**src/design/fzy_pkg.sv**
```systemverilog
package fzy_pkg;

   // fixed point of the sensor words
   localparam int FRAC_BITS = 4;
   localparam int ONE       = 1 << FRAC_BITS;

   // field widths
   localparam int TEMP_W  = 12;
   localparam int HUM_W   = 11;
   localparam int NH3_W   = 13;
   localparam int TGT_W   = 10;
   localparam int SPEED_W = 8;
   localparam int SCORE_W = 7;

   localparam logic [TGT_W-1:0] TARGET_RESET = TGT_W'(528);

   // membership degrees, 0..MU_ONE
   localparam int MU_FRAC = 8;
   localparam int MU_ONE  = 1 << MU_FRAC;
   localparam int MU_W    = MU_FRAC + 1;
   localparam int MU_HALF = MU_ONE / 2;

   // ramp distances are below 15 units; ramp value = delta * MU_ONE / span
   localparam int DIST_W   = FRAC_BITS + 4;
   localparam int NUMR_W   = DIST_W + MU_FRAC;
   localparam int RECIP_SH = NUMR_W + FRAC_BITS + 4;
   localparam int RECIP_W  = RECIP_SH - FRAC_BITS;
   localparam int PROD_W   = NUMR_W + RECIP_W;

   localparam longint unsigned RCP_BASE = longint'(1) << RECIP_SH;
   localparam longint unsigned RCP_COLD = (RCP_BASE + 4 * ONE - 1) / (4 * ONE);
   localparam longint unsigned RCP_COMF = (RCP_BASE + 2 * ONE - 1) / (2 * ONE);
   localparam longint unsigned RCP_HOT  = (RCP_BASE + 4 * ONE - 1) / (4 * ONE);
   localparam longint unsigned RCP_LOW  = (RCP_BASE + 10 * ONE - 1) / (10 * ONE);
   localparam longint unsigned RCP_RISE = (RCP_BASE + 5 * ONE - 1) / (5 * ONE);
   localparam longint unsigned RCP_FALL = (RCP_BASE + 10 * ONE - 1) / (10 * ONE);
   localparam longint unsigned RCP_HIGH = (RCP_BASE + 15 * ONE - 1) / (15 * ONE);

   // output singletons
   localparam int SGL_LOW  = 64;
   localparam int SGL_MED  = 160;
   localparam int SGL_HIGH = 255;

   // comfort score
   localparam int SCORE_MAX    = 100;
   localparam int PEN_TEMP     = 30;
   localparam int PEN_NH3      = 40;
   localparam int PEN_NH3_HI   = 20;
   localparam int PEN_HUM      = 10;
   localparam int PEN_HIGH_NH3 = 15;
   localparam int HUM_LO       = 40 * ONE;
   localparam int HUM_HI       = 80 * ONE;

   // back end words
   localparam int SUM_W  = MU_W + 1;
   localparam int NUM_W  = SUM_W + SPEED_W - 1;
   localparam int QUO_W  = SPEED_W;
   localparam int FIFO_DEPTH = 4;
   localparam int FIFO_PTR_W = $clog2(FIFO_DEPTH);
   localparam int FIFO_CNT_W = $clog2(FIFO_DEPTH + 1);

   typedef enum logic [1:0] {
      MU_ZERO,
      MU_FULL,
      MU_RAMP
   } mu_kind_type;

   typedef struct packed {
      mu_kind_type       kind;
      logic [DIST_W-1:0] delta;
   } ramp_type;

   // front to back word: centroid numerator and denominator plus score
   typedef struct packed {
      logic [NUM_W-1:0]   numer;
      logic [SUM_W-1:0]   total;
      logic [SCORE_W-1:0] score;
   } fzy_work_type;

   // one divider stage
   typedef struct packed {
      logic [NUM_W-1:0]   rem;
      logic [SUM_W-1:0]   total;
      logic [QUO_W-1:0]   quo;
      logic [SCORE_W-1:0] score;
   } fzy_div_type;

   function automatic ramp_type mk_ramp(mu_kind_type kind, int delta);
      ramp_type r;
      r.kind  = kind;
      r.delta = (kind == MU_RAMP) ? DIST_W'(delta) : '0;
      return r;
   endfunction

   // floor(delta * MU_ONE / span) through the reciprocal of span
   function automatic logic [MU_W-1:0] eval_mu(ramp_type r, logic [RECIP_W-1:0] recip);
      logic [NUMR_W-1:0] x;
      logic [PROD_W-1:0] p;
      logic [MU_W-1:0]   mu;
      x = {r.delta, MU_FRAC'(0)};
      p = PROD_W'(x) * PROD_W'(recip);
      case (r.kind)
         MU_FULL: mu = MU_W'(MU_ONE);
         MU_RAMP: mu = p[RECIP_SH +: MU_W];
         default: mu = '0;
      endcase
      return mu;
   endfunction

   function automatic logic [MU_W-1:0] mu_min(logic [MU_W-1:0] a, logic [MU_W-1:0] b);
      return (a < b) ? a : b;
   endfunction

   function automatic logic [MU_W-1:0] mu_max(logic [MU_W-1:0] a, logic [MU_W-1:0] b);
      return (a > b) ? a : b;
   endfunction

endpackage

```
**src/design/fzy_if.sv**
```systemverilog
interface fzy_req_if import fzy_pkg::*; ();
   logic                     valid;
   logic                     ready;
   logic signed [TEMP_W-1:0] temperature;
   logic [HUM_W-1:0]         humidity;
   logic [NH3_W-1:0]         ammonia;

   modport source (output valid, temperature, humidity, ammonia, input ready);
   modport sink (input valid, temperature, humidity, ammonia, output ready);
endinterface

interface fzy_rsp_if import fzy_pkg::*; ();
   logic               valid;
   logic               ready;
   logic [SPEED_W-1:0] fan_speed;
   logic [SCORE_W-1:0] comfort_score;

   modport source (output valid, fan_speed, comfort_score, input ready);
   modport sink (input valid, fan_speed, comfort_score, output ready);
endinterface

```
**src/design/fzy_front.sv**
```systemverilog
module fzy_front import fzy_pkg::*; (
   input  logic         clock,
   input  logic         reset,
   input  logic         csr_wr_en,
   input  logic [TGT_W-1:0] csr_wr_data,
   fzy_req_if.sink      req_bus,
   output logic         out_valid,
   input  logic         out_ready,
   output fzy_work_type out_work
);

   typedef struct packed {
      ramp_type           cold;
      ramp_type           comf;
      ramp_type           hot;
      ramp_type           low;
      ramp_type           med;
      logic               med_fall;
      ramp_type           high;
      logic [SCORE_W-1:0] score;
   } fzy_class_type;

   typedef struct packed {
      logic [MU_W-1:0]    cold;
      logic [MU_W-1:0]    comf;
      logic [MU_W-1:0]    hot;
      logic [MU_W-1:0]    low;
      logic [MU_W-1:0]    med;
      logic [MU_W-1:0]    high;
      logic [SCORE_W-1:0] score;
   } fzy_mu_type;

   logic [TGT_W-1:0] target_ff;
   logic             v1_ff, v2_ff, v3_ff;
   logic             rdy1, rdy2, rdy3;
   fzy_class_type    s1_in, s1_ff;
   fzy_mu_type       s2_in, s2_ff;
   fzy_work_type     s3_in, s3_ff;

   assign rdy3 = !v3_ff || out_ready;
   assign rdy2 = !v2_ff || rdy3;
   assign rdy1 = !v1_ff || rdy2;
   assign req_bus.ready = rdy1;

   always_ff @(posedge clock) begin
      if (reset) begin
         target_ff <= TARGET_RESET;
      end else if (csr_wr_en) begin
         target_ff <= csr_wr_data;
      end
   end

   // stage 1: error, ramp segment and distance, penalties
   always_comb begin
      int e, m, a, h, pen;
      e = int'(req_bus.temperature) - int'(target_ff);
      m = (e < 0) ? -e : e;
      a = int'(req_bus.ammonia);
      h = int'(req_bus.humidity);

      if (e <= -5 * ONE)     s1_in.cold = mk_ramp(MU_FULL, 0);
      else if (e >= -ONE)    s1_in.cold = mk_ramp(MU_ZERO, 0);
      else                   s1_in.cold = mk_ramp(MU_RAMP, -e - ONE);

      if (m >= 3 * ONE)      s1_in.comf = mk_ramp(MU_ZERO, 0);
      else if (m <= ONE)     s1_in.comf = mk_ramp(MU_FULL, 0);
      else                   s1_in.comf = mk_ramp(MU_RAMP, 3 * ONE - m);

      if (e >= 5 * ONE)      s1_in.hot = mk_ramp(MU_FULL, 0);
      else if (e <= ONE)     s1_in.hot = mk_ramp(MU_ZERO, 0);
      else                   s1_in.hot = mk_ramp(MU_RAMP, e - ONE);

      if (a <= 10 * ONE)     s1_in.low = mk_ramp(MU_FULL, 0);
      else if (a >= 20 * ONE) s1_in.low = mk_ramp(MU_ZERO, 0);
      else                   s1_in.low = mk_ramp(MU_RAMP, 20 * ONE - a);

      s1_in.med_fall = 1'b0;
      if (a <= 10 * ONE || a >= 45 * ONE) begin
         s1_in.med = mk_ramp(MU_ZERO, 0);
      end else if (a >= 15 * ONE && a <= 35 * ONE) begin
         s1_in.med = mk_ramp(MU_FULL, 0);
      end else if (a < 15 * ONE) begin
         s1_in.med = mk_ramp(MU_RAMP, a - 10 * ONE);
      end else begin
         s1_in.med = mk_ramp(MU_RAMP, 45 * ONE - a);
         s1_in.med_fall = 1'b1;
      end

      if (a >= 50 * ONE)     s1_in.high = mk_ramp(MU_FULL, 0);
      else if (a <= 35 * ONE) s1_in.high = mk_ramp(MU_ZERO, 0);
      else                   s1_in.high = mk_ramp(MU_RAMP, a - 35 * ONE);

      // penalties add to at most the full score, so no clamp here
      pen = 0;
      if (m > 3 * ONE) pen = pen + PEN_TEMP;
      if (a > 25 * ONE) pen = pen + PEN_NH3;
      if (a > 50 * ONE) pen = pen + PEN_NH3_HI;
      if (h < HUM_LO || h > HUM_HI) pen = pen + PEN_HUM;
      s1_in.score = SCORE_W'(SCORE_MAX - pen);
   end

   // stage 2: ramp values
   always_comb begin
      s2_in.cold  = eval_mu(s1_ff.cold, RECIP_W'(RCP_COLD));
      s2_in.comf  = eval_mu(s1_ff.comf, RECIP_W'(RCP_COMF));
      s2_in.hot   = eval_mu(s1_ff.hot, RECIP_W'(RCP_HOT));
      s2_in.low   = eval_mu(s1_ff.low, RECIP_W'(RCP_LOW));
      s2_in.med   = eval_mu(s1_ff.med,
                            s1_ff.med_fall ? RECIP_W'(RCP_FALL) : RECIP_W'(RCP_RISE));
      s2_in.high  = eval_mu(s1_ff.high, RECIP_W'(RCP_HIGH));
      s2_in.score = s1_ff.score;
   end

   // stage 3: rule base, centroid terms, ammonia score cut
   always_comb begin
      logic [MU_W-1:0] fl, fm, fh;
      fl = mu_max(mu_max(mu_min(s2_ff.cold, s2_ff.low), mu_min(s2_ff.cold, s2_ff.med)),
                  mu_min(s2_ff.comf, s2_ff.low));
      fm = mu_max(mu_max(mu_min(s2_ff.cold, s2_ff.high), mu_min(s2_ff.comf, s2_ff.med)),
                  mu_min(s2_ff.hot, s2_ff.low));
      fh = mu_max(mu_max(mu_min(s2_ff.comf, s2_ff.high), mu_min(s2_ff.hot, s2_ff.med)),
                  mu_min(s2_ff.hot, s2_ff.high));
      s3_in.total = SUM_W'(fl) + SUM_W'(fm) + SUM_W'(fh);
      s3_in.numer = NUM_W'(fl) * NUM_W'(SGL_LOW) + NUM_W'(fm) * NUM_W'(SGL_MED)
                  + NUM_W'(fh) * NUM_W'(SGL_HIGH);
      if (s2_ff.high > MU_W'(MU_HALF)) begin
         s3_in.score = (s2_ff.score > SCORE_W'(PEN_HIGH_NH3))
                     ? s2_ff.score - SCORE_W'(PEN_HIGH_NH3) : '0;
      end else begin
         s3_in.score = s2_ff.score;
      end
   end

   always_ff @(posedge clock) begin
      if (reset) begin
         v1_ff <= 1'b0;
         v2_ff <= 1'b0;
         v3_ff <= 1'b0;
      end else begin
         if (rdy1) v1_ff <= req_bus.valid;
         if (rdy2) v2_ff <= v1_ff;
         if (rdy3) v3_ff <= v2_ff;
      end
   end

   always_ff @(posedge clock) begin
      if (rdy1 && req_bus.valid) s1_ff <= s1_in;
      if (rdy2 && v1_ff) s2_ff <= s2_in;
      if (rdy3 && v2_ff) s3_ff <= s3_in;
   end

   assign out_valid = v3_ff;
   assign out_work  = s3_ff;

endmodule

```
**src/design/fzy_fifo.sv**
```systemverilog
module fzy_fifo import fzy_pkg::*; (
   input  logic         clock,
   input  logic         reset,
   input  logic         in_valid,
   output logic         in_ready,
   input  fzy_work_type in_work,
   output logic         out_valid,
   input  logic         out_ready,
   output fzy_work_type out_work
);

   fzy_work_type          mem_ff [FIFO_DEPTH];
   logic [FIFO_PTR_W-1:0] wr_ff, rd_ff;
   logic [FIFO_CNT_W-1:0] count_ff, count_in;
   logic                  push, pop;

   assign in_ready  = (count_ff != FIFO_CNT_W'(FIFO_DEPTH));
   assign out_valid = (count_ff != '0);
   assign out_work  = mem_ff[rd_ff];
   assign push      = in_valid && in_ready;
   assign pop       = out_valid && out_ready;

   always_comb begin
      count_in = count_ff;
      if (push && !pop) count_in = count_ff + FIFO_CNT_W'(1);
      else if (pop && !push) count_in = count_ff - FIFO_CNT_W'(1);
   end

   always_ff @(posedge clock) begin
      if (reset) begin
         wr_ff    <= '0;
         rd_ff    <= '0;
         count_ff <= '0;
      end else begin
         count_ff <= count_in;
         if (push) wr_ff <= wr_ff + FIFO_PTR_W'(1);
         if (pop) rd_ff <= rd_ff + FIFO_PTR_W'(1);
      end
   end

   always_ff @(posedge clock) begin
      if (push) mem_ff[wr_ff] <= in_work;
   end

   a_count_bound: assert property (@(posedge clock) disable iff (reset)
      count_ff <= FIFO_CNT_W'(FIFO_DEPTH))
      else $error("queue count beyond depth");

   a_count_up: assert property (@(posedge clock) disable iff (reset)
      push && !pop |=> count_ff == $past(count_ff) + FIFO_CNT_W'(1))
      else $error("queue count missed a push");

endmodule

```
**src/design/fzy_divider.sv**
```systemverilog
module fzy_divider import fzy_pkg::*; (
   input  logic         clock,
   input  logic         reset,
   input  logic         in_valid,
   output logic         in_ready,
   input  fzy_work_type in_work,
   fzy_rsp_if.source    rsp_bus
);

   localparam int LAST = QUO_W - 1;

   fzy_div_type stg_ff [QUO_W];
   logic        valid_ff [QUO_W];
   fzy_div_type src [QUO_W];
   logic        src_v [QUO_W];
   logic [QUO_W:0] rdy;

   assign rdy[QUO_W] = rsp_bus.ready;
   assign in_ready   = rdy[0];

   // one quotient bit per stage, most significant first
   for (genvar k = 0; k < QUO_W; k++) begin : g_stage
      localparam int BIT = QUO_W - 1 - k;
      fzy_div_type      stg_in;
      logic [NUM_W-1:0] trial;

      assign rdy[k] = !valid_ff[k] || rdy[k+1];

      if (k == 0) begin : g_head
         assign src_v[k] = in_valid;
         assign src[k]   = {in_work.numer, in_work.total, QUO_W'(0), in_work.score};
      end else begin : g_body
         assign src_v[k] = valid_ff[k-1];
         assign src[k]   = stg_ff[k-1];
      end

      assign trial = NUM_W'(src[k].total) << BIT;

      always_comb begin
         stg_in = src[k];
         if (src[k].rem >= trial) begin
            stg_in.rem      = src[k].rem - trial;
            stg_in.quo[BIT] = 1'b1;
         end
      end

      always_ff @(posedge clock) begin
         if (reset) begin
            valid_ff[k] <= 1'b0;
         end else if (rdy[k]) begin
            valid_ff[k] <= src_v[k];
         end
      end

      always_ff @(posedge clock) begin
         if (rdy[k] && src_v[k]) stg_ff[k] <= stg_in;
      end
   end

   // no fired rule: fan off
   assign rsp_bus.valid         = valid_ff[LAST];
   assign rsp_bus.fan_speed     = (stg_ff[LAST].total == '0) ? '0 : stg_ff[LAST].quo;
   assign rsp_bus.comfort_score = stg_ff[LAST].score;

   a_rem_below_div: assert property (@(posedge clock) disable iff (reset)
      valid_ff[LAST] && stg_ff[LAST].total != '0
      |-> stg_ff[LAST].rem < NUM_W'(stg_ff[LAST].total))
      else $error("divider remainder not reduced");

   a_out_hold: assert property (@(posedge clock) disable iff (reset)
      valid_ff[LAST] && !rsp_bus.ready |=> valid_ff[LAST] && $stable(stg_ff[LAST]))
      else $error("output stage changed while stalled");

endmodule

```
**src/design/fuzzy_fan_speed_controller_core.sv**
```systemverilog
// Fuzzy fan speed controller.
// req_bus carries one sensor word: temperature (signed), humidity and ammonia,
// all with FRAC_BITS fraction bits. rsp_bus returns one word per request:
// fan_speed (0..255) and comfort_score (0..100), in request order.
// csr_wr_en/csr_wr_data load the target temperature; write only while idle.
// From request accept to rsp_bus.valid a word passes front stage 1 (loaded
// at the accept edge), then 2 more front stages, the queue and 8 divider
// stages.
// Throughput: one word per cycle while rsp_bus does not stall; the divider
// resolves one quotient bit per stage, so a word enters every cycle.
// A 4-entry queue sits between the rule evaluation front and the divider;
// a stall on rsp_bus backs up the divider, then the queue, then the front,
// and req_bus.ready drops only once all of them hold a word.
// Reset is synchronous: all pipeline words are dropped, the queue empties and
// the target returns to 33 degrees. No words are lost or repeated under stall.
module fuzzy_fan_speed_controller_core import fzy_pkg::*; (
   input  logic             clock,
   input  logic             reset,
   input  logic             csr_wr_en,
   input  logic [TGT_W-1:0] csr_wr_data,
   fzy_req_if.sink          req_bus,
   fzy_rsp_if.source        rsp_bus
);

   logic         front_valid, front_ready;
   fzy_work_type front_work;
   logic         queue_valid, queue_ready;
   fzy_work_type queue_work;

   fzy_front u_front (
      .clock       (clock),
      .reset       (reset),
      .csr_wr_en   (csr_wr_en),
      .csr_wr_data (csr_wr_data),
      .req_bus     (req_bus),
      .out_valid   (front_valid),
      .out_ready   (front_ready),
      .out_work    (front_work)
   );

   fzy_fifo u_fifo (
      .clock     (clock),
      .reset     (reset),
      .in_valid  (front_valid),
      .in_ready  (front_ready),
      .in_work   (front_work),
      .out_valid (queue_valid),
      .out_ready (queue_ready),
      .out_work  (queue_work)
   );

   fzy_divider u_divider (
      .clock    (clock),
      .reset    (reset),
      .in_valid (queue_valid),
      .in_ready (queue_ready),
      .in_work  (queue_work),
      .rsp_bus  (rsp_bus)
   );

endmodule

```
**src/flat_wrapper.sv**
```systemverilog
// flat-port wrapper written by rule: the top's interface ports become plain ports
module fuzzy_fan_speed_controller_core_flat import fzy_pkg::*;
  (clock, reset, csr_wr_en, csr_wr_data, req_bus_valid, req_bus_temperature, req_bus_humidity, req_bus_ammonia, req_bus_ready, rsp_bus_valid, rsp_bus_fan_speed, rsp_bus_comfort_score, rsp_bus_ready);
  fzy_req_if req_bus_i ();
  fzy_rsp_if rsp_bus_i ();
  input  logic clock;
  input  logic reset;
  input  logic csr_wr_en;
  input  logic [TGT_W-1:0] csr_wr_data;
  input wire logic [$bits(req_bus_i.valid)-1:0] req_bus_valid;
  input wire logic [$bits(req_bus_i.temperature)-1:0] req_bus_temperature;
  input wire logic [$bits(req_bus_i.humidity)-1:0] req_bus_humidity;
  input wire logic [$bits(req_bus_i.ammonia)-1:0] req_bus_ammonia;
  output wire logic [$bits(req_bus_i.ready)-1:0] req_bus_ready;
  output wire logic [$bits(rsp_bus_i.valid)-1:0] rsp_bus_valid;
  output wire logic [$bits(rsp_bus_i.fan_speed)-1:0] rsp_bus_fan_speed;
  output wire logic [$bits(rsp_bus_i.comfort_score)-1:0] rsp_bus_comfort_score;
  input wire logic [$bits(rsp_bus_i.ready)-1:0] rsp_bus_ready;
  assign req_bus_i.valid = req_bus_valid;
  assign req_bus_i.temperature = req_bus_temperature;
  assign req_bus_i.humidity = req_bus_humidity;
  assign req_bus_i.ammonia = req_bus_ammonia;
  assign req_bus_ready = req_bus_i.ready;
  assign rsp_bus_valid = rsp_bus_i.valid;
  assign rsp_bus_fan_speed = rsp_bus_i.fan_speed;
  assign rsp_bus_comfort_score = rsp_bus_i.comfort_score;
  assign rsp_bus_i.ready = rsp_bus_ready;
  fuzzy_fan_speed_controller_core u_core (.clock(clock), .reset(reset), .csr_wr_en(csr_wr_en), .csr_wr_data(csr_wr_data), .req_bus(req_bus_i), .rsp_bus(rsp_bus_i));
endmodule
```
**config.mk**
```make
export PLATFORM = sky130hd
export DESIGN_NAME = fuzzy_fan_speed_controller_core_flat
export DESIGN_NICKNAME = d
export VERILOG_FILES = /design/src/design/fzy_pkg.sv /design/src/design/fzy_if.sv /design/src/design/fzy_front.sv /design/src/design/fzy_fifo.sv /design/src/design/fzy_divider.sv /design/src/design/fuzzy_fan_speed_controller_core.sv /design/src/flat_wrapper.sv
export SDC_FILE = /design/constraint.sdc
export NUM_CORES = 1
export LEC_CHECK = 0
export ABC_CLOCK_PERIOD_IN_PS = 15260
export BUFFER_PORTS_ARGS = -buffer_cell sky130_fd_sc_hd__buf_2
export CORE_MARGIN = 2
export CORE_UTILIZATION = 64
export CTS_CLUSTER_DIAMETER = 200
export CTS_CLUSTER_SIZE = 12
export DETAILED_ROUTE_END_ITERATION = 10
export GPL_TIMING_DRIVEN = 1
export PLACE_DENSITY = 0.81
export SLEW_MARGIN = 20
export SYNTH_ARGS = -nofsm -noshare
export SYNTH_HDL_FRONTEND = slang
export SYNTH_SLANG_ARGS = --single-unit
```
**constraint.sdc**
```tcl
create_clock -name clock -period 15.26 [get_ports clock]
set_clock_uncertainty 0.1 [all_clocks]
set_input_delay 2.289 -clock clock [delete_from_list [all_inputs] [get_ports clock]]
set_output_delay 2.289 -clock clock [all_outputs]
set_load 0.1 [all_outputs]
```
==> results.md <==
- By area the synthesized netlist is led by sky130_fd_sc_hd__edfxtp_1 (46%), sky130_fd_sc_hd__ha_1 (14%), sky130_fd_sc_hd__fa_1 (7.0%), sky130_fd_sc_hd__inv_1 (4.4%), sky130_fd_sc_hd__mux2i_1 (2.8%).
- For this design the top-level I/O count stands at between 60 and 70.
- The post-route antenna net violation count is 0.
- The placeable core region is 0.0592 mm2.
- After synthesis, the largest family of logic cells by area is adder cells.
- The worst stage delay on the critical path is between 0.7 and 0.8 ns.
- The share of cells above drive strength 1 is a little under a tenth.
- The mapped netlist covers between 0.03 and 0.04 mm2.
- The detailed-placement wirelength estimate is roughly 63000 um.
- Entering global routing, the biggest net connects 64 pins.
- The most critical setup path has its startpoint at u_core.u_front.s2_ff[11].
- The most numerous cell type found on the critical path is sky130_fd_sc_hd__o21a_1.
- The per-cell via count in the routed design is between 5 and 6.
- The power density of the placed cells is roughly 210 mW/mm2.
- The starting density of the core is between 60% and 70%.
- The portion of synthesized area spent on multiplexers is 7.25%.
- The largest area contributor in the synthesized netlist is sky130_fd_sc_hd__edfxtp_1.
- The CTS buffer count is 56.
- The clock latency at the later pin of the worst-skew pair is about 0.65 ns.
- The clock share of power is 14.7%.
- The antenna diode instance count is 0.
- The die is between 200 and 250 um tall.
- The H-tree depth reported by CTS is 2.
- The clock slew at the register clock pins of the worst setup and hold paths is around 0.070 ns.
- Setup violations remaining at the end of the flow were counted as 0.
- The congestion estimate from routability-driven global placement came to about 0.93.
- The share of total power dissipated in combinational logic is around 56%.
- The kind of path behind the tightest hold check is flop to flop.
- Following the worst setup path forward leads to its endpoint at u_core.u_front.out_work[33].
- TritonCTS built the clock tree.
- Sequential cells account for between 20% and 30% of the total power.
- The number of port buffers is 67.
- The number of setup buffers added after CTS is 0.
- The number of maximum-capacitance constraint violations is 0.
- Among all flip-flop cells after synthesis, the most frequent one is sky130_fd_sc_hd__edfxtp_1.
- After Yosys synthesis, full adders, half adders and majority gates account for between 20 and 25% of the synthesized area.
- The worst register-to-register path ends at u_core.u_front.out_work[33].
- Fill cells in the final layout number between 4000 and 5000.
- After routing, the total negative slack on setup checks comes to 0 ns.
- The length of the first detailed-routing pass in iterations is 6.
- The area used by multi-input combinational logic is approximately 0.019 mm2.
- The number of standard cells after synthesis is 3217.
- The routed layout has approximately 24000 vias.
- The cell count of the worst reg-to-reg path is 50.
- The synthesized-area fraction occupied by ao, oa, aoi and oai cells is ~8%.
- The nature of the critical path startpoint is a flop.
- In the final routed layout, each cell accounts on average for slightly above 20 um.
- Across the VDD grid, the largest voltage drop is approximately 0.60 mV.
- Registers take 0.0180 mm2.
- The clock period minus final worst setup slack is between 10 and 15 ns.
- In the finished design, the share of the clock period the worst path needs comes to a little over four fifths.
- Dividing the synthesized area by the synthesized cell count gives between 10 and 15 um2.
- The switching power total is approximately 0.0034 W.
- The path type of the worst setup path is flop to flop.
- The minimum setup slack among reg-to-reg paths is 2.41 ns.
- The overall die area is 0.0621 mm2.
- The fraction of synthesized cell area taken by the top area cell type is a little under half.
- The switching part of the total power is about two fifths.
- Derived from the worst setup path, the maximum achievable clock frequency is 0.0778 GHz.
- The maximum net fanout on the critical path is 15.
- Row generation in the floorplan step produced approximately 90 rows.
- The number of endpoints with negative hold slack in the final report is 0.
- Data on the critical path arrives at its endpoint at 13.11 ns.
- The via count of the first global-routing pass came to approximately 26000.
- Setup repair after global routing left no endpoint under its margin.
- The finished cells cover 0.0414 mm2.
- No sink is reached through more buffers than the 3 on the longest clock path.
- The initial antenna violation count is 0.
- Of the total synthesized cell area, the portion taken by AND, OR, NAND and NOR gates is a little under a tenth.
- The library cells used most frequently in the layout, excluding fill and tap cells, are sky130_fd_sc_hd__edfxtp_1 (585), sky130_fd_sc_hd__inv_1 (455), sky130_fd_sc_hd__ha_1 (422).
- The number of enable flip-flop cells after synthesis is about 600.
- Across every metal layer, demand over resource in global routing totals 27.0%.
- At the pin with the least slew margin, the transition time is roughly 1.1 ns.
- The synthesized flop and latch total is between 600 and 700.
- The aggregate routed wire length is around 83000 um.
- For this run, asynchronously set or reset flops after synthesis account for 0%.
- The number of buffers added to fix hold violations after cts is 0.
- For this block, the initial DRC count from the detailed router was approximately 1700.
- The sequential fraction of the synthesis area is between 40% and 50%.
- STA classifies the critical path endpoint as a flop.
- The post-placement cell area is between 0.03 and 0.04 mm2.
- STA puts the critical path data required time at around 16 ns.
- After the last flow step, the layout net total stands at between 3000 and 4000.
- After clock tree synthesis, the repair step resized 0 gates.
- The sink count of the clock tree is 607.
- The standard cell with the maximum stage delay on the critical path is sky130_fd_sc_hd__a21oi_1.
- The library cell used most frequently in the layout, excluding fill and tap cells, is sky130_fd_sc_hd__edfxtp_1.
- The width of the die is about 250 um.
- The count of unique library cells instantiated by Yosys is between 80 and 90.
- The first global-routing pass estimated about 130000 um of wire.
- The worst hold path was traced through 0 stages.
- The critical register-to-register path startpoint is u_core.u_front.s2_ff[11].
- The area growth from synthesis to layout is 7.57%.
- The DRC violation count after routing is 0.
- The xor/xnor cell area share of the yosys netlist is between 3 and 4%.
- The residual overflow from global routing is 0.
- The analysis attributes to cell leakage a power of 17.7 nW.
- The worst pin sits at a relative slew slack of between 20 and 30%.
- The design internal power is 0.00528 W.
- The number of pins exceeding their max-slew limit in the final report came to 0.
- Yosys printed 0 warnings.
- The tree is rooted in a sky130_fd_sc_hd__clkbuf_16.
- The run finished with clean final reports.
[per-stage QoR]
step | power, W | cells | hold WS, ns | setup slack, ns | utilization (%)
global route | 0.00950 | 4112 | 0.323 | 1.73 | 69.9
global placement | 0.00729 | 4024 | 0.301 | 2.90 | 67.2
detailed placement | 0.00747 | 4024 | 0.305 | 2.66 | 67.2
floorplan | 0.00631 | 3221 | 0.300 | 3.57 | -
CTS | 0.00881 | 4111 | 0.318 | 2.55 | 69.9
finish | 0.00873 | 4112 | 0.318 | 2.41 | 69.9
[cells by family (layout without fill, tap and decap cells)]
logic type / after synthesis / in the layout
buffers and inverters: 513 / 631
flip-flops: 607 / 607
AND/OR/NAND/NOR: 694 / 694
other: 2 / 6
XOR/XNOR: 138 / 138
AO/OA/AOI/OAI: 479 / 479
multiplexers: 228 / 228
adder cells (fa/ha/maj): 556 / 556
[power by group through the flow]
stage          Sequential [W]  Clock, W  Combinational [W]
5_1_grt               0.00257   0.00137            0.00556
6_report              0.00255   0.00128            0.00490
4_1_cts               0.00255   0.00131            0.00495
2_1_floorplan         0.00252         0            0.00380
3_5_place_dp          0.00258         0            0.00489
3_3_place_gp          0.00256         0            0.00473
[area by class of cell]
cell class                 count  share of cell area [%]
inverter                     457                    4.14
clock inverter                 4                   0.211
timing repair buffer          87                    1.20
clock buffer                  83                    3.63
tap                          773                    2.33
sequential                   607                    43.5
multi-input combinational   2101                    45.0
[state kept, by name, indices dropped and copies added (netlist names), named ones only]
| name | flops |
|---|---|
| u_core.u_fifo.wr_ff | 2 |
| u_core.u_front.out_work | 34 |
| u_core.u_divider.stg_ff | 291 |
| u_core.u_front.v2_ff | 1 |
| u_core.u_front.out_valid | 1 |
| u_core.u_fifo.count_ff | 3 |
| u_core.u_front.s2_ff | 53 |
| u_core.u_front.v1_ff | 1 |
| u_core.u_fifo.rd_ff | 2 |
| u_core.u_front.s1_ff | 63 |
| u_core.u_front.target_ff | 10 |
| u_core.u_divider.valid_ff | 8 |
| u_core.u_fifo.mem_ff | 136 |
[metal layers]
metal	GRT usage [%]	share of wire, %
met1	32.9	40
met2	49.9	52
met3	3.47	4.4
met4	8.33	3.1
met5	0	0
[worst max-delay path: cells and delay by family, from the launching register on]
family,cells,cell delay [ns]
XOR/XNOR,2,0.27
flip-flops,1,0.45
adder cells (fa/ha/maj),9,3.85
AO/OA/AOI/OAI,27,5.63
multiplexers,3,1.37
buffers and inverters,4,0.36
AND/OR/NAND/NOR,5,0.53
[synthesized netlist by cell type, types with 17 or more instances]
cell and count:
sky130_fd_sc_hd__fa_1 134, sky130_fd_sc_hd__nor3_1 33, sky130_fd_sc_hd__nor2_1 214, sky130_fd_sc_hd__clkbuf_1 43
sky130_fd_sc_hd__ha_1 422, sky130_fd_sc_hd__nor2b_1 51, sky130_fd_sc_hd__nand2b_1 36, sky130_fd_sc_hd__dfxtp_1 22
sky130_fd_sc_hd__o21a_1 46, sky130_fd_sc_hd__nand2_1 123, sky130_fd_sc_hd__nand3_1 48, sky130_fd_sc_hd__a21o_1 50
sky130_fd_sc_hd__o21bai_1 22, sky130_fd_sc_hd__xnor2_1 94, sky130_fd_sc_hd__inv_1 455, sky130_fd_sc_hd__and2_1 61
sky130_fd_sc_hd__mux4_2 32, sky130_fd_sc_hd__a21oi_1 138, sky130_fd_sc_hd__edfxtp_1 585, sky130_fd_sc_hd__mux2i_1 108
sky130_fd_sc_hd__a31oi_1 20, sky130_fd_sc_hd__xor2_1 42, sky130_fd_sc_hd__mux2_2 88, sky130_fd_sc_hd__a21boi_0 17
sky130_fd_sc_hd__nand4_1 32, sky130_fd_sc_hd__o21ai_0 105
[worst min path at each step]
stage                                         from                               to  slack (ns)
floorplan           u_core.u_divider.stg_ff[0][84]  u_core.u_divider.stg_ff[0][126]        0.30
global placement     u_core.u_divider.stg_ff[0][5]   u_core.u_divider.stg_ff[0][47]        0.30
detailed placement         u_core.u_front.s1_ff[3]          u_core.u_front.s2_ff[3]        0.30
CTS                 u_core.u_divider.stg_ff[0][98]  u_core.u_divider.stg_ff[0][140]        0.32
global route        u_core.u_divider.stg_ff[1][48]   u_core.u_divider.stg_ff[1][90]        0.32
finish                     u_core.u_front.s1_ff[2]          u_core.u_front.s2_ff[2]        0.32
(Power assumes the default switching activity.)
